==> src/selective_repeat_receive_window_defines.svh <==
// ----------------------------------------------------------------------------
// Selective repeat receive window: assertion macros
// Shared concurrent check forms, sampled on the rising clock edge and
// disabled while the active-low reset is asserted.
// ----------------------------------------------------------------------------
`ifndef SELECTIVE_REPEAT_RECEIVE_WINDOW_DEFINES_SVH
`define SELECTIVE_REPEAT_RECEIVE_WINDOW_DEFINES_SVH

// Consequent must hold in the same cycle as the antecedent.
`define SRW_ASSERT_SAME(label, clk, rst_n, ante, cons, msg) \
  label: assert property (@(posedge clk) disable iff (!rst_n) (ante) |-> (cons)) \
    else $error(msg);

// Consequent must hold in the cycle after the antecedent.
`define SRW_ASSERT_NEXT(label, clk, rst_n, ante, cons, msg) \
  label: assert property (@(posedge clk) disable iff (!rst_n) (ante) |=> (cons)) \
    else $error(msg);

`endif

==> src/srw_pkg.sv <==
// ----------------------------------------------------------------------------
// srw_pkg
// Types, codes and constants shared by the receive window modules.
// ----------------------------------------------------------------------------
`default_nettype none

package srw_pkg;

  localparam int unsigned RingSize      = 16;
  localparam int unsigned PacketBytes   = 1024;
  localparam int unsigned CmdQueueDepth = 2;
  localparam int unsigned CfgIndexWidth = 4;

  localparam logic [CfgIndexWidth-1:0] CfgTotalLength = CfgIndexWidth'(0);
  localparam logic [CfgIndexWidth-1:0] CfgWindowSpan  = CfgIndexWidth'(1);

  localparam logic [4:0] SpanReset = 5'd8;

  // Largest payload length a slot may hold.
  localparam logic [9:0] LenMax = (PacketBytes - 1 > 1023) ? 10'd1023
                                                             : 10'(PacketBytes - 1);

  typedef enum logic [1:0] {
    KIND_ACK     = 2'd0,
    KIND_DELIVER = 2'd1,
    KIND_ERROR   = 2'd2,
    KIND_IGNORED = 2'd3
  } kind_e;

  typedef enum logic [1:0] {
    CMD_ACK,
    CMD_ERR,
    CMD_IGN
  } cmd_op_e;

  typedef struct packed {
    logic [7:0] seq_number;
    logic [9:0] payload_len;
  } srw_in_t;

  typedef struct packed {
    kind_e       kind;
    logic [3:0]  slot;
    logic [31:0] offset;
    logic [9:0]  length;
    logic        finished;
    logic        last;
  } srw_out_t;

  typedef struct packed {
    cmd_op_e    op;
    logic [7:0] seq;
    logic [9:0] len;
  } srw_cmd_t;

  typedef struct packed {
    logic       idle;
    logic       done;
    logic       halted;
    logic [7:0] window_start;
  } srw_status_t;

endpackage

`default_nettype wire

==> src/srw_front.sv <==
// ----------------------------------------------------------------------------
// srw_front
// Holds one header word and classifies it against the window state once
// the back end has settled: ignore, error, drop or acknowledge.
// ----------------------------------------------------------------------------
`default_nettype none

module srw_front #(
  parameter int unsigned RING_SIZE = 16
) (
  input  wire                   clk_i,
  input  wire                   rst_ni,
  input  wire                   in_valid_i,
  input  srw_pkg::srw_in_t      in_word_i,
  output logic                  in_stall_o,
  input  wire  [4:0]            window_span_i,
  input  srw_pkg::srw_status_t  status_i,
  output logic                  push_o,
  output srw_pkg::srw_cmd_t     cmd_o
);
  import srw_pkg::*;

  localparam int unsigned IW = $clog2(RING_SIZE);
  localparam logic [8:0]  RingLim = 9'(RING_SIZE);

  logic          hold_valid_q, hold_valid_d;
  srw_in_t       hold_q;
  logic          classify;
  logic          accept;
  logic [IW-1:0] seq_idx;
  logic [IW-1:0] ws_idx;
  logic [IW:0]   diff;
  logic [IW:0]   win_pos;
  logic          in_window;
  logic          bad_seq;
  logic [9:0]    len_sat;

  assign classify   = hold_valid_q && status_i.idle;
  assign in_stall_o = hold_valid_q && !classify;
  assign accept     = in_valid_i && !in_stall_o;

  assign seq_idx = hold_q.seq_number[IW-1:0];
  assign ws_idx  = status_i.window_start[IW-1:0];
  assign bad_seq = {1'b0, hold_q.seq_number} >= RingLim;

  // Distance from window start, modulo the ring.
  assign diff      = {1'b0, seq_idx} - {1'b0, ws_idx};
  assign win_pos   = diff[IW] ? diff + (IW+1)'(RING_SIZE) : diff;
  assign in_window = 9'(win_pos) < 9'(window_span_i);

  assign len_sat = (hold_q.payload_len > LenMax) ? LenMax : hold_q.payload_len;

  always_comb begin
    push_o    = 1'b0;
    cmd_o.op  = CMD_ACK;
    cmd_o.seq = hold_q.seq_number;
    cmd_o.len = len_sat;
    if (classify) begin
      if (status_i.done || status_i.halted) begin
        push_o   = 1'b1;
        cmd_o.op = CMD_IGN;
      end else if (bad_seq) begin
        push_o   = 1'b1;
        cmd_o.op = CMD_ERR;
      end else if (in_window) begin
        push_o   = 1'b1;
        cmd_o.op = CMD_ACK;
      end
    end
  end

  always_comb begin
    hold_valid_d = hold_valid_q;
    if (classify) hold_valid_d = 1'b0;
    if (accept)   hold_valid_d = 1'b1;
  end

  always_ff @(posedge clk_i or negedge rst_ni) begin
    if (!rst_ni) begin
      hold_valid_q <= 1'b0;
    end else begin
      hold_valid_q <= hold_valid_d;
    end
  end

  always_ff @(posedge clk_i) begin
    if (accept) hold_q <= in_word_i;
  end

endmodule

`default_nettype wire

==> src/srw_cmd_fifo.sv <==
// ----------------------------------------------------------------------------
// srw_cmd_fifo
// Short command queue between the classifier and the executing back end.
// ----------------------------------------------------------------------------
`default_nettype none

module srw_cmd_fifo (
  input  wire                clk_i,
  input  wire                rst_ni,
  input  wire                push_i,
  input  srw_pkg::srw_cmd_t  data_i,
  input  wire                pop_i,
  output srw_pkg::srw_cmd_t  data_o,
  output logic               valid_o
);
  import srw_pkg::*;

  localparam int unsigned PW = (CmdQueueDepth > 1) ? $clog2(CmdQueueDepth) : 1;
  localparam int unsigned CW = $clog2(CmdQueueDepth + 1);

  srw_cmd_t        mem_q [CmdQueueDepth];
  logic [PW-1:0]   wr_ptr_q, rd_ptr_q;
  logic [CW-1:0]   count_q;
  logic            do_push, do_pop;

  assign valid_o = count_q != '0;
  assign do_pop  = pop_i && valid_o;
  assign do_push = push_i && (count_q != CW'(CmdQueueDepth));
  assign data_o  = mem_q[rd_ptr_q];

  function automatic logic [PW-1:0] next_ptr(input logic [PW-1:0] p);
    return (p == PW'(CmdQueueDepth - 1)) ? '0 : p + 1'b1;
  endfunction

  always_ff @(posedge clk_i or negedge rst_ni) begin
    if (!rst_ni) begin
      wr_ptr_q <= '0;
      rd_ptr_q <= '0;
      count_q  <= '0;
    end else begin
      if (do_push) wr_ptr_q <= next_ptr(wr_ptr_q);
      if (do_pop)  rd_ptr_q <= next_ptr(rd_ptr_q);
      if (do_push && !do_pop)      count_q <= count_q + 1'b1;
      else if (do_pop && !do_push) count_q <= count_q - 1'b1;
    end
  end

  always_ff @(posedge clk_i) begin
    if (do_push) mem_q[wr_ptr_q] <= data_i;
  end

endmodule

`default_nettype wire

==> src/srw_back.sv <==
// ----------------------------------------------------------------------------
// srw_back
// Executes queued commands: marks slots, emits acknowledge, error and
// ignored words, then drains in-order slots as delivery words.
// ----------------------------------------------------------------------------
`default_nettype none

module srw_back #(
  parameter int unsigned RING_SIZE = 16
) (
  input  wire                   clk_i,
  input  wire                   rst_ni,
  input  wire                   cmd_valid_i,
  input  srw_pkg::srw_cmd_t     cmd_i,
  output logic                  pop_o,
  input  wire  [31:0]           total_length_i,
  input  wire                   rearm_i,
  output logic                  out_valid_o,
  output srw_pkg::srw_out_t     out_word_o,
  input  wire                   out_stall_i,
  output srw_pkg::srw_status_t  status_o
);
  import srw_pkg::*;

  localparam int unsigned IW = $clog2(RING_SIZE);

  typedef enum logic [1:0] {
    ST_IDLE,
    ST_EXEC,
    ST_READ,
    ST_EMIT
  } state_e;

  state_e                 state_q, state_d;
  logic [RING_SIZE-1:0]   map_q, map_d;
  logic [IW-1:0]          ws_q, ws_d, ws_next;
  logic [31:0]            delivered_q, delivered_d;
  logic                   done_q, done_d;
  logic                   halted_q, halted_d;
  logic                   out_valid_q, out_valid_d;
  srw_out_t               out_q, out_d;
  srw_cmd_t               cmd_q, cmd_d;
  logic [31:0]            room_q, room_d;
  logic [9:0]             len_rd_q;
  logic [9:0]             len_mem_q [RING_SIZE];
  logic                   mem_we;
  logic                   out_free;
  logic [IW-1:0]          seq_idx;
  logic                   more;
  logic                   hit;
  logic [9:0]             len_out;

  assign out_free = !out_valid_q || !out_stall_i;
  assign seq_idx  = cmd_q.seq[IW-1:0];
  assign ws_next  = (ws_q == IW'(RING_SIZE - 1)) ? '0 : ws_q + 1'b1;
  assign hit      = {22'd0, len_rd_q} >= room_q;
  assign len_out  = hit ? room_q[9:0] : len_rd_q;

  assign out_valid_o = out_valid_q;
  assign out_word_o  = out_q;

  assign status_o.idle         = (state_q == ST_IDLE) && !cmd_valid_i;
  assign status_o.done         = done_q;
  assign status_o.halted       = halted_q;
  assign status_o.window_start = 8'(ws_q);

  always_comb begin
    state_d     = state_q;
    map_d       = map_q;
    ws_d        = ws_q;
    delivered_d = delivered_q;
    done_d      = done_q;
    halted_d    = halted_q;
    out_valid_d = out_valid_q && out_stall_i;
    out_d       = out_q;
    cmd_d       = cmd_q;
    room_d      = room_q;
    mem_we      = 1'b0;
    pop_o       = 1'b0;
    more        = map_q[ws_q] || (seq_idx == ws_q);

    unique case (state_q)
      ST_IDLE: begin
        if (cmd_valid_i) begin
          pop_o   = 1'b1;
          cmd_d   = cmd_i;
          state_d = ST_EXEC;
        end
      end
      ST_EXEC: begin
        if (out_free) begin
          out_valid_d    = 1'b1;
          out_d.slot     = '0;
          out_d.offset   = '0;
          out_d.length   = '0;
          out_d.finished = done_q;
          out_d.last     = 1'b1;
          unique case (cmd_q.op)
            CMD_ERR: begin
              out_d.kind = KIND_ERROR;
              halted_d   = 1'b1;
              state_d    = ST_IDLE;
            end
            CMD_IGN: begin
              out_d.kind = KIND_IGNORED;
              state_d    = ST_IDLE;
            end
            CMD_ACK: begin
              mem_we           = 1'b1;
              map_d[seq_idx]   = 1'b1;
              out_d.kind       = KIND_ACK;
              out_d.slot       = cmd_q.seq[3:0];
              out_d.last       = !more;
              state_d          = more ? ST_READ : ST_IDLE;
            end
            default: begin
              out_valid_d = out_valid_q && out_stall_i;
              out_d       = out_q;
              state_d     = ST_IDLE;
            end
          endcase
        end
      end
      ST_READ: begin
        room_d  = total_length_i - delivered_q;
        state_d = ST_EMIT;
      end
      ST_EMIT: begin
        if (out_free) begin
          out_valid_d    = 1'b1;
          out_d.kind     = KIND_DELIVER;
          out_d.slot     = 4'(ws_q);
          out_d.offset   = delivered_q;
          out_d.length   = len_out;
          out_d.finished = hit;
          delivered_d    = delivered_q + 32'(len_out);
          if (hit) begin
            // Total reached: the window stops on this slot.
            done_d     = 1'b1;
            out_d.last = 1'b1;
            state_d    = ST_IDLE;
          end else begin
            map_d[ws_q] = 1'b0;
            ws_d        = ws_next;
            out_d.last  = !map_q[ws_next];
            state_d     = map_q[ws_next] ? ST_READ : ST_IDLE;
          end
        end
      end
      default: state_d = ST_IDLE;
    endcase

    if (rearm_i) begin
      map_d       = '0;
      ws_d        = '0;
      delivered_d = '0;
      done_d      = 1'b0;
      halted_d    = 1'b0;
    end
  end

  always_ff @(posedge clk_i or negedge rst_ni) begin
    if (!rst_ni) begin
      state_q     <= ST_IDLE;
      map_q       <= '0;
      ws_q        <= '0;
      delivered_q <= '0;
      done_q      <= 1'b0;
      halted_q    <= 1'b0;
      out_valid_q <= 1'b0;
    end else begin
      state_q     <= state_d;
      map_q       <= map_d;
      ws_q        <= ws_d;
      delivered_q <= delivered_d;
      done_q      <= done_d;
      halted_q    <= halted_d;
      out_valid_q <= out_valid_d;
    end
  end

  always_ff @(posedge clk_i) begin
    out_q  <= out_d;
    cmd_q  <= cmd_d;
    room_q <= room_d;
  end

  // Slot length store: written on acknowledge, read at the window start.
  always_ff @(posedge clk_i) begin
    if (mem_we) len_mem_q[seq_idx] <= cmd_q.len;
    if (state_q == ST_READ) len_rd_q <= len_mem_q[ws_q];
  end

endmodule

`default_nettype wire

==> src/selective_repeat_receive_window.sv <==
// ----------------------------------------------------------------------------
// selective_repeat_receive_window
// Receive side of a selective repeat transfer: acknowledges headers inside
// the window and delivers in-order slots with their destination offsets.
// ----------------------------------------------------------------------------
//
//  Channel   Direction  Handshake          Word
//  in        input      valid / stall      srw_in_t  (seq_number, payload_len)
//  out       output     valid / stall      srw_out_t (kind, slot, offset, ...)
//  cfg       input      valid / ready      index + 32-bit data, ready always high
//
//  Steps: accept, classify once the back end is idle, queue, execute into the
//  output register. After a dropped header the next one is classified without
//  waiting on the back end; after any other it waits for the back end, which
//  reads the slot length and emits a word for each delivered slot.
//  Reset clears the window state; no clearing pass is needed.
//  An output stall holds the output register and the back end behind it.
//
`default_nettype none

`include "selective_repeat_receive_window_defines.svh"

module selective_repeat_receive_window #(
  parameter int unsigned RING_SIZE = srw_pkg::RingSize
) (
  input  wire                                  clk_i,
  input  wire                                  rst_ni,
  input  wire                                  in_valid_i,
  input  srw_pkg::srw_in_t                     in_word_i,
  output logic                                 in_stall_o,
  output logic                                 out_valid_o,
  output srw_pkg::srw_out_t                    out_word_o,
  input  wire                                  out_stall_i,
  input  wire                                  cfg_valid_i,
  output logic                                 cfg_ready_o,
  input  wire  [srw_pkg::CfgIndexWidth-1:0]    cfg_index_i,
  input  wire  [31:0]                          cfg_data_i
);
  import srw_pkg::*;

  logic [31:0]  total_length_q;
  logic [4:0]   window_span_q;
  logic         cfg_write;
  logic         rearm;
  srw_status_t  status;
  logic         cmd_push;
  srw_cmd_t     cmd_in;
  srw_cmd_t     cmd_head;
  logic         cmd_valid;
  logic         cmd_pop;

  // Register writes are always taken.
  assign cfg_ready_o = 1'b1;
  assign cfg_write   = cfg_valid_i && cfg_ready_o;
  // Writing the total length rearms the transfer.
  assign rearm       = cfg_write && (cfg_index_i == CfgTotalLength);

  always_ff @(posedge clk_i or negedge rst_ni) begin
    if (!rst_ni) begin
      total_length_q <= '0;
      window_span_q  <= SpanReset;
    end else if (cfg_write) begin
      if (cfg_index_i == CfgTotalLength) total_length_q <= cfg_data_i;
      if (cfg_index_i == CfgWindowSpan)  window_span_q  <= cfg_data_i[4:0];
    end
  end

  // Front: hold and classify one header word.
  srw_front #(
    .RING_SIZE (RING_SIZE)
  ) u_front (
    .clk_i         (clk_i),
    .rst_ni        (rst_ni),
    .in_valid_i    (in_valid_i),
    .in_word_i     (in_word_i),
    .in_stall_o    (in_stall_o),
    .window_span_i (window_span_q),
    .status_i      (status),
    .push_o        (cmd_push),
    .cmd_o         (cmd_in)
  );

  // Queue: decouple classification from execution.
  srw_cmd_fifo u_queue (
    .clk_i   (clk_i),
    .rst_ni  (rst_ni),
    .push_i  (cmd_push),
    .data_i  (cmd_in),
    .pop_i   (cmd_pop),
    .data_o  (cmd_head),
    .valid_o (cmd_valid)
  );

  // Back: execute commands, drain the window, drive the output register.
  srw_back #(
    .RING_SIZE (RING_SIZE)
  ) u_back (
    .clk_i          (clk_i),
    .rst_ni         (rst_ni),
    .cmd_valid_i    (cmd_valid),
    .cmd_i          (cmd_head),
    .pop_o          (cmd_pop),
    .total_length_i (total_length_q),
    .rearm_i        (rearm),
    .out_valid_o    (out_valid_o),
    .out_word_o     (out_word_o),
    .out_stall_i    (out_stall_i),
    .status_o       (status)
  );

  // Classify only against settled window state.
  `SRW_ASSERT_SAME(a_push_when_idle, clk_i, rst_ni, cmd_push, status.idle, "push while busy")

  // A halted block never shows a delivery.
  `SRW_ASSERT_SAME(a_no_deliver_halted, clk_i, rst_ni, out_valid_o && (out_word_o.kind == KIND_DELIVER), !status.halted, "delivery while halted")

  // A finished word always closes its header's burst.
  `SRW_ASSERT_SAME(a_finished_is_last, clk_i, rst_ni, out_valid_o && out_word_o.finished, out_word_o.last, "finished word not last")

  // Rearm clears the transfer state.
  `SRW_ASSERT_NEXT(a_rearm_clears, clk_i, rst_ni, rearm, !status.done && !status.halted && (status.window_start == 8'd0), "rearm did not clear")

endmodule

`default_nettype wire
==> config.mk <==
export PLATFORM = sky130hd
export DESIGN_NAME = selective_repeat_receive_window
export DESIGN_NICKNAME = d
export VERILOG_FILES = /design/src/srw_pkg.sv /design/src/srw_front.sv /design/src/srw_cmd_fifo.sv /design/src/srw_back.sv /design/src/selective_repeat_receive_window.sv
export VERILOG_INCLUDE_DIRS = /design/src /design/src/src
export SDC_FILE = /design/constraint.sdc
export NUM_CORES = 1
export LEC_CHECK = 0
export ABC_AREA = 1
export BUFFER_PORTS_ARGS = -buffer_cell sky130_fd_sc_hd__clkbuf_2
export CORE_MARGIN = 4
export CORE_UTILIZATION = 61
export CTS_BUF_LIST = sky130_fd_sc_hd__clkbuf_16
export DETAILED_ROUTE_END_ITERATION = 7
export PLACE_DENSITY_LB_ADDON = 0.1
export SETUP_SLACK_MARGIN = 0.02
export SYNTH_ARGS = -nofsm -noshare
export SYNTH_HDL_FRONTEND = slang
export SYNTH_SLANG_ARGS = --single-unit
export TNS_END_PERCENT = 5
==> constraint.sdc <==
create_clock -name clk_i -period 3.8 [get_ports clk_i]
set_clock_uncertainty 0.2 [all_clocks]
set_input_delay 0.76 -clock clk_i [delete_from_list [all_inputs] [get_ports clk_i]]
set_output_delay 0.76 -clock clk_i [all_outputs]
set_load 0.005 [all_outputs]
==> flow_summary.yaml, run 1 <==
outcome:
  status: "finished clean"
placement:
  place_congestion: 0.968
  place_area_mm2: 0.0213
  dp.cells: 2586
  numPortBuffers: 110
  dpl.hpwl_mm: 35.3
power:
  p_comb_frac: 0.385
  clockPowerShare: 0.225
  switchingPower_mw: 7.16
  power_frac_seq: 0.390
  p_int_mw: 11.0
  p_per_area_mw_per_mm2: 794
  power_switching_share: 0.395
  leakage_nw: 9.82
  peakVddDrop_mv: 0.563
logic_synthesis:
  yosysTopAreaCell: "edfxtp_1"
  synth_nets: 2193
  netlist_instances: 2062
  synth.area.top_cells: "edfxtp_1 (47%), dfrtp_1 (12%), nand2_1 (8.6%), nor2_1 (4.7%), ha_1 (4.3%)"
  yosys_warnings: 0
  synth_edf_count: 318
  synth-seq-cells: 417
  syn_avg_cell_area_um2: 9.78
  ys_async_sr_fraction: 0.237
  synth_cell_type_count: 55
  ys.flop_type: "edfxtp_1"
  netlist_area_mm2: 0.0202
  synth_top_area_frac: 0.473
  yosysSeqAreaShare: 0.596
grt:
  first_global_vias: 14430
  grt_max_degree: 96
  grt_remaining_overflow: 0
  grt_pass1_wl_mm: 79.2
  grtUsageTotal: 0.281
  antenna_found_initial: 0
worst_setup_path:
  crit_top_cell: "nand2_1"
  cp-start-kind: "flop"
  worst_setup_path_end_kind: "flop"
  ff2ff_path_depth: 28
  reg2reg_slack_ns: 0.24
  slowest_stage: "edfxtp_1"
  cpPeakStageDelay_ns: 0.39
  reg2reg_to: "u_back.delivered_q[16]"
  cp.required_ns: 4.05
  r2r_start: "u_back.room_q[1]"
  path_class: "flop to flop"
  crit_fanout: 7
  worst_ep_arrival_time_ns: 3.81
finish:
  final_util: 0.700
  drive_gt1_frac: 0.130
  layout.nets: 2322
  final_area_mm2: 0.0228
  fin_cells: 2667
  area_delta_synth_final_pct: 13.1
  final_common_cell: "nand2_1"
  final_cell_mix: "nand2_1 (458), edfxtp_1 (318), nor2_1 (249), inv_1 (216), o21ai_0 (155)"
  antennaDiodeCount: 0
die:
  die_w_um: 190
  initial_core_util: 0.618
  dieArea_mm2: 0.0360
  core-area_mm2: 0.0326
  die_h_um: 190
  floorplan.rows: 66
  io_pins: 112
routing:
  final_antenna_net_count: 0
  drc: 0
  drt-total-wl_mm: 51.0
  wl_per_cell_um: 19.1
  drt_iter0_drc: 1752
  num_vias: 15219
  dr.pass1.iters: 6
  vias_per_cell: 5.71
sta:
  fin_crit_sh: 0.936
  fin_crit_ns: 3.56
  relSlewSlack: 0.329
  tightest_slew_ns: 1.01
  slew_violations: 0
  hold_viol: 0
  setup_viol: 0
  fmax_mhz: 281
cts:
  cts.sink_count: 417
  numCtsBuffers: 42
  cts.clk_slew.worst_paths_ns: 0.07
  ctsHtreeMaxLevel: 2
  insertion_delay_ns: 0.57
  root_buffer: "clkbuf_16"
  cts_tree: "built"
  cts_max_path_buffers: 3
min_path:
  hp-class: "primary input to async pin"
job:
  maxCapViolations: 0
==> timing repair <==
| action | CTS | global route |
|---|---|---|
| setup endpoints to repair | 1 | 27 |
| pin swaps | 0 | 3 |
| hold buffers | 0 | 0 |
| buffers inserted | 0 | 3 |
| resized for setup | 1 | 30 |
| gates cloned | 0 | 0 |
==> critical path: cells and delay by family, from the launching register on <==
kind / cells / cell delay, ns
compound gates: 1 / 0.12
fa+ha+maj: 3 / 0.83
simple gates: 21 / 1.68
buf+inv: 3 / 0.21
flops: 1 / 0.39
==> state kept, by name (all words and copies together), names as in the netlist, 10 cells and up <==
name / cells
u_back.len_rd_q: 10
total_length_q: 32
u_queue.mem_q: 32
u_back.map_q: 16
u_back.cmd_q: 16
u_back.room_q: 32
u_back.len_mem_q: 160
u_front.hold_q: 10
u_back.delivered_q: 32
u_back.out_word_o: 50
==> power by group through the flow <==
stage                     logic (mW)  registers (mW)  clock network [mW]
after floorplan                 4.65            6.90                   0
after global placement          6.59            7.08                   0
after detailed placement        6.72            7.12                   0
after CTS                       6.77            7.04                4.14
after global routing            7.79            7.16                4.33
final                           6.98            7.07                4.07
==> cells by family (layout without fill, tap and decap cells) <==
family | after synthesis | count (layout) | share of synthesized area
and+or+nand+nor | 919 | 919 | 0.193
buffers and inverters | 292 | 455 | 0.0579
AOI/OAI and AO/OA | 317 | 317 | 0.0875
DFF | 417 | 417 | 0.596
other | 1 | 1 | 0.000186
xor gates and xnor gates | 44 | 44 | 0.0191
adders and majority gates | 72 | 72 | 0.0458
==> how the worst max path moves through the flow <==
stage                                        end  slack (ns)                from  depth (start not counted)
after floorplan            u_back.out_word_o[10]        0.08         out_stall_i                          3
after global placement    u_back.delivered_q[23]        0.22  u_back.len_rd_q[1]                         22
after detailed placement  u_back.delivered_q[16]        0.08  u_back.len_rd_q[1]                         26
after CTS                 u_back.delivered_q[16]        0.02  u_back.len_rd_q[1]                         25
after global routing      u_back.delivered_q[23]      -0.004  u_back.len_rd_q[1]                         24
final                     u_back.delivered_q[16]        0.24    u_back.room_q[1]                         28
==> cells in the mapped netlist (2+ instances only) <==
cell type  instances
o41ai_1            6
buf_4              7
nand3b_1           3
nor4_1             6
nand4_1           43
inv_1            203
a21o_1             5
a31oi_1            5
fa_1               3
nand3_2            8
nand2_2           13
edfxtp_1         318
or2_1              2
xnor2_1           12
a22o_1             5
buf_6              4
buf_2             11
nor2_1           254
nor2_2             2
buf_1              8
nor3b_1            2
o211ai_1           3
a21oi_1           61
nor2_4             2
ha_1              69
o21ai_2            4
o21ai_1            2
nand2_1          461
nand3_1           98
nor3_2             3
clkinv_1           2
nor3_1            17
clkbuf_1          50
o22ai_1           48
o21ai_0          166
dfrtp_1           98
xor2_1            32
o21bai_1           4
inv_2              6
==> stage by stage <==
stage | setup slack [ns] | setup TNS (ns) | total power [mW] | hold slack [ns]
CTS | 0.0232 | 0 | 17.9 | 0.0513
global placement | 0.218 | 0 | 13.7 | 0.223
finish | 0.244 | 0 | 18.1 | 0.0281
floorplan | 0.0795 | 0 | 11.6 | 0.242
global route | -0.00445 | -0.00445 | 19.3 | 0.0703
detailed placement | 0.0776 | 0 | 13.8 | 0.235
==> final cells by class <==
cell class | count | area [um2]
Clock buffer | 42 | 1050
Multi-Input combinational cell | 1353 | 7090
Inverter | 212 | 798
Sequential cell | 417 | 12000
Fill cell | 2472 | 9790
Timing Repair Buffer | 165 | 986
Clock inverter | 36 | 314
Tap cell | 442 | 553
==> metal layers <==
layer  vias to the layer above  global-route usage  routed length (um)
met1                      7245               0.420               22100
met2                       659               0.420               22700
met4                         0              0.0687                 990
met5                         -                   0                   0
li1                       7245                   -                   -
met3                        70              0.0712                5200
(Power assumes the default switching activity.)
==> run 2: changes to the inputs <==
--- a/config.mk
+++ b/config.mk
@@ -9,7 +9,7 @@
 export ABC_AREA = 1
 export BUFFER_PORTS_ARGS = -buffer_cell sky130_fd_sc_hd__clkbuf_2
 export CORE_MARGIN = 4
-export CORE_UTILIZATION = 61
+export CORE_UTILIZATION = 25
 export CTS_BUF_LIST = sky130_fd_sc_hd__clkbuf_16
 export DETAILED_ROUTE_END_ITERATION = 7
 export PLACE_DENSITY_LB_ADDON = 0.1
==> flow_summary.yaml, run 2 (synthesized netlist as in run 1, its figures left out) <==
worst_setup_path:
  cp-start-kind: "flop"
  path_class: "flop to flop"
  cp-startpoint: "u_back.len_rd_q[5]"
  crit_fanout: 7
  worst_ep_arrival_time_ns: 3.83
  ff2ff_path_depth: 23
  worst_setup_path_end_kind: "flop"
  cp.required_ns: 4.08
  r2r_start: "u_back.len_rd_q[5]"
finish:
  fin_cells: 3323
  final_common_cell: "nand2_1"
  final_cell_mix: "nand2_1 (459), edfxtp_1 (318), nor2_1 (246), inv_1 (212), o21ai_0 (157)"
  area_delta_synth_final_pct: 21.1
  drive_gt1_frac: 0.154
  largest_reg_flops: 160
  largest_register: "u_back.len_mem_q"
  layout.nets: 2360
  final_util: 0.307
  final_area_mm2: 0.0244
grt:
  grt_remaining_overflow: 0
  grt_pass1_wl_mm: 94.1
  first_global_vias: 15158
  grtUsageTotal: 0.142
  grt_max_degree: 73
  antenna_found_initial: 2
sta:
  fin_crit_sh: 0.935
  fin_hold_ws_ns: 0.0291
  tightest_slew_ns: 0.811
  relSlewSlack: 0.459
  setup_viol: 0
  fin_crit_ns: 3.55
  slew_violations: 0
  fmax_mhz: 282
  hold_viol: 0
  rsz0062_at_grt: "true"
job:
  maxCapViolations: 0
cts:
  cts_tree: "built"
  cts-hold-fix-buffers: 0
  numCtsBuffers: 52
  cts_max_path_buffers: 3
  cts.clk_slew.worst_paths_ns: 0.06
  root_buffer: "clkbuf_16"
  insertion_delay_ns: 0.60
  cts.sink_count: 417
  ctsHtreeMaxLevel: 2
die:
  dieArea_mm2: 0.0853
  core-area_mm2: 0.0795
  initial_core_util: 0.254
  io_pins: 112
  die_h_um: 292
  die_w_um: 292
  floorplan.rows: 103
routing:
  dr.pass1.iters: 5
  final_antenna_net_count: 0
  wl_per_cell_um: 18.6
  vias_per_cell: 4.53
  drt_iter0_drc: 882
  drc: 0
  drt-total-wl_mm: 61.9
  num_vias: 15046
placement:
  dp.cells: 3220
  dpl.hpwl_mm: 44.3
  place_congestion: 0.858
  place_area_mm2: 0.0223
  numPortBuffers: 110
outcome:
  status: "finished clean"
min_path:
  hp-class: "primary input to async pin"
power:
  p_per_area_mw_per_mm2: 816
  leakage_nw: 10.2
  peakVddDrop_mv: 0.349
## run 2: cell count changes in the layout (fill, tap and decap cells not counted), moves of 3 or more
cell	previous run	this run
buf_4	54	81
bufinv_16	4	13
clkbuf_16	42	53
nor2_1	249	246
ha_1	66	63
inv_1	216	212
o21ai_2	5	9
o21ai_1	12	6
ha_4	3	6
nor2_2	6	9
## run 2: final timing paths
kind | end | slack, ns
worst max-delay path | u_back.delivered_q[23] | 0.25
worst min-delay path | total_length_q[10] | 0.03
worst max register to register | u_back.delivered_q[23] | 0.25
worst min register to register | u_queue.mem_q[1][4] | 0.24
max in group asynchronous | u_back.ws_q[0] | 2.50
min in group clk_i | u_front.cmd_o[11] | 0.13
## run 2: layout make-up
cell class              instances  area [um2]
multi-input cells            1353        7150
well taps                    1050        1310
fillers                      8289       55100
inverters                     212         801
clock buffers                  52        1300
clock inverters                44         609
repair buffers                193        1210
diodes                          2        5.00
flip-flops and latches        417       12000
## run 2: critical path, cell delays in order, from the launching register on
cell and delay (ns):
edfxtp_1 0.40, ha_1 0.31, a21oi_1 0.15, nor2_1 0.05, nor3_1 0.18, nand2_1 0.08, nand2_1 0.06, nand2_1 0.09
nand2_4 0.15, buf_8 0.13, buf_4 0.13, nand2_1 0.05, o21ai_1 0.12, inv_1 0.10, ha_4 0.30, nand2_1 0.05
nand2_1 0.09, a21boi_2 0.09, or2_1 0.22, or2_1 0.23, nand2_1 0.07, nand2_1 0.06, nand3_2 0.06, o21ai_2 0.05
## run 2: stage by stage
| step | setup WS, ns | total power, mW | setup TNS [ns] |
|---|---|---|---|
| floorplan | 0.0795 | 11.6 | 0 |
| global placement | 0.161 | 14.5 | 0 |
| detailed placement | 0.158 | 14.5 | 0 |
| CTS | 0.115 | 20.1 | 0 |
| global route | -0.0228 | 21.4 | -0.0267 |
| finish | 0.248 | 19.9 | 0 |
## run 2: layer usage
layer	global-route usage	up-vias	wire (um)
met2	0.216	351	27000
li1	-	7346	-
met3	0.0286	81	3390
met5	0	-	0
met1	0.208	7268	30300
met4	0.0336	0	1210
## run 2: what timing repair did
action,CTS,global route
endpoints found under the setup margin,0,25
resized for setup,0,42
setup buffers,0,4
hold endpoints to repair,0,0
## run 2: power by group
| part | total [mW] | switching, mW | internal, mW |
|---|---|---|---|
| logic | 7.40 | 4.89 | 2.51 |
| registers | 7.12 | 0.771 | 6.35 |
| clock network | 5.43 | 2.03 | 3.39 |
| total | 19.9 | 7.69 | 12.3 |
==> run 3: changes to the inputs <==
--- a/config.mk
+++ b/config.mk
@@ -13,6 +13,7 @@
 export CTS_BUF_LIST = sky130_fd_sc_hd__clkbuf_16
 export DETAILED_ROUTE_END_ITERATION = 7
 export PLACE_DENSITY_LB_ADDON = 0.1
+export REMOVE_ABC_BUFFERS = 1
 export SETUP_SLACK_MARGIN = 0.02
 export SYNTH_ARGS = -nofsm -noshare
 export SYNTH_HDL_FRONTEND = slang
==> flow_summary.yaml, run 3 (synthesized netlist as in run 1, its figures left out) <==
finish:
  largest_register: "u_back.len_mem_q"
  layout.nets: 2348
  final_common_cell: "nand2_1"
  drive_gt1_frac: 0.143
  final_area_mm2: 0.0242
  num-fill-cells: 8283
  largest_reg_flops: 160
  area_delta_synth_final_pct: 20.2
  final_util: 0.305
  antennaDiodeCount: 0
  final_cell_mix: "nand2_1 (455), edfxtp_1 (318), nor2_1 (250), inv_1 (213), o21ai_0 (159)"
routing:
  final_antenna_net_count: 0
  drc: 0
  vias_per_cell: 4.51
  drt_iter0_drc: 1023
  num_vias: 14939
  dr.pass1.iters: 5
  wl_per_cell_um: 18.6
  drt-total-wl_mm: 61.7
die:
  io_pins: 112
  initial_core_util: 0.254
  floorplan.rows: 103
  core-area_mm2: 0.0795
  die_w_um: 292
  die_h_um: 292
  dieArea_mm2: 0.0853
worst_setup_path:
  reg2reg_slack_ns: 0.24
  cp.required_ns: 4.14
  path_class: "flop to flop"
  reg2reg_to: "u_back.delivered_q[28]"
  worst_ep_arrival_time_ns: 3.90
  crit_fanout: 12
  ff2ff_path_depth: 24
  worst_setup_path_end_kind: "flop"
  r2r_start: "u_back.len_rd_q[1]"
  cp-start-kind: "flop"
job:
  maxCapViolations: 0
sta:
  fin_hold_ws_ns: 0.0971
  rsz0062_at_grt: "true"
  hold_viol: 0
  tightest_slew_ns: 0.876
  slew_violations: 0
  setup_viol: 0
  fin_crit_sh: 0.938
  fin_crit_ns: 3.56
  relSlewSlack: 0.416
  fmax_mhz: 281
cts:
  cts.clk_slew.worst_paths_ns: 0.06
  ctsHtreeMaxLevel: 2
  numCtsBuffers: 51
  cts.sink_count: 417
  cts_max_path_buffers: 3
  insertion_delay_ns: 0.63
  root_buffer: "clkbuf_16"
  cts_tree: "built"
placement:
  place_congestion: 0.841
  place_area_mm2: 0.0222
  numPortBuffers: 110
  dpl.hpwl_mm: 43.2
min_path:
  whs_endpoint: "u_front.hold_q[1]"
  whs_path_depth: 1
  hp-class: "primary input to flop"
  min_from: "in_word_i[1]"
power:
  peakVddDrop_mv: 0.348
  p_per_area_mw_per_mm2: 813
  leakage_nw: 10.1
grt:
  first_global_vias: 15042
  antenna_found_initial: 0
  grt_max_degree: 81
  grtUsageTotal: 0.142
  grt_remaining_overflow: 0
  grt_pass1_wl_mm: 94.3
outcome:
  status: "finished clean"
-- run 3: repair_timing --
item                       4_1_cts  5_1_grt
hold buffers                     1        0
gates resized for setup          3       32
pin swaps                        0        4
setup endpoints to repair       11       25
hold endpoints to repair        45        0
cloned                           0        2
setup buffers                    0        5
-- run 3: power breakdown --
| part | total, mW | switching, mW | internal, mW |
|---|---|---|---|
| sequential | 7.10 | 0.755 | 6.34 |
| combinational | 7.36 | 4.95 | 2.41 |
| clock | 5.26 | 2.06 | 3.20 |
-- run 3: worst max path at each step --
stage,from,cells past startpoint,endpoint
6_report,u_back.len_rd_q[1],24,u_back.delivered_q[28]
5_1_grt,u_back.room_q[5],26,u_back.delivered_q[17]
4_1_cts,u_back.len_rd_q[1],28,u_back.delivered_q[16]
3_5_place_dp,u_back.len_rd_q[1],26,u_back.delivered_q[17]
3_3_place_gp,u_back.len_rd_q[1],26,u_back.delivered_q[17]
2_1_floorplan,u_back.ws_q[1],9,u_queue.mem_q[1][0]
-- run 3: worst max-delay path, stage by stage (launching register included) --
cell,delay (ns)
edfxtp_1,0.39
ha_1,0.31
nand2_1,0.06
nand3b_1,0.10
nand2_1,0.06
nand2_1,0.08
nand2_1,0.06
nand2_1,0.06
nand2_1,0.05
nand2_2,0.08
nand2_4,0.09
clkbuf_16,0.18
o21ai_0,0.16
buf_4,0.16
inv_1,0.04
ha_1,0.30
buf_4,0.15
nand2_1,0.11
nor2_2,0.17
nand3_1,0.12
nand3b_1,0.21
nand2_1,0.09
nand2_1,0.07
nand3_1,0.05
o21ai_0,0.16
-- run 3: final cells by class --
class | count | area [um2] | area share
inverter | 212 | 798 | 0.0329
multi-input combinational | 1353 | 7120 | 0.294
timing repair buffer | 182 | 1160 | 0.0477
tap | 1050 | 1310 | 0.0542
clock buffer | 51 | 1280 | 0.0526
sequential | 417 | 12000 | 0.496
clock inverter | 44 | 551 | 0.0227
-- run 3: routing by layer --
layer,up-vias,global-route usage,routed length (um)
met5,-,0,0
met2,326,0.239,29800
met4,0,0.0348,1260
met3,79,0.0206,2600
li1,7327,-,-
met1,7207,0.192,28000
-- run 3: stage by stage --
stage          std cells  setup slack, ns  total power, mW  TNS [ns]
2_1_floorplan       1982           -0.812             11.4    -21.00
3_3_place_gp        3206           0.0370             14.5         0
3_5_place_dp        3206          -0.0506             14.5    -0.137
4_1_cts             3302           0.0150             19.9         0
5_1_grt             3309          -0.0244             21.2   -0.0323
6_report            3309            0.237             19.7         0
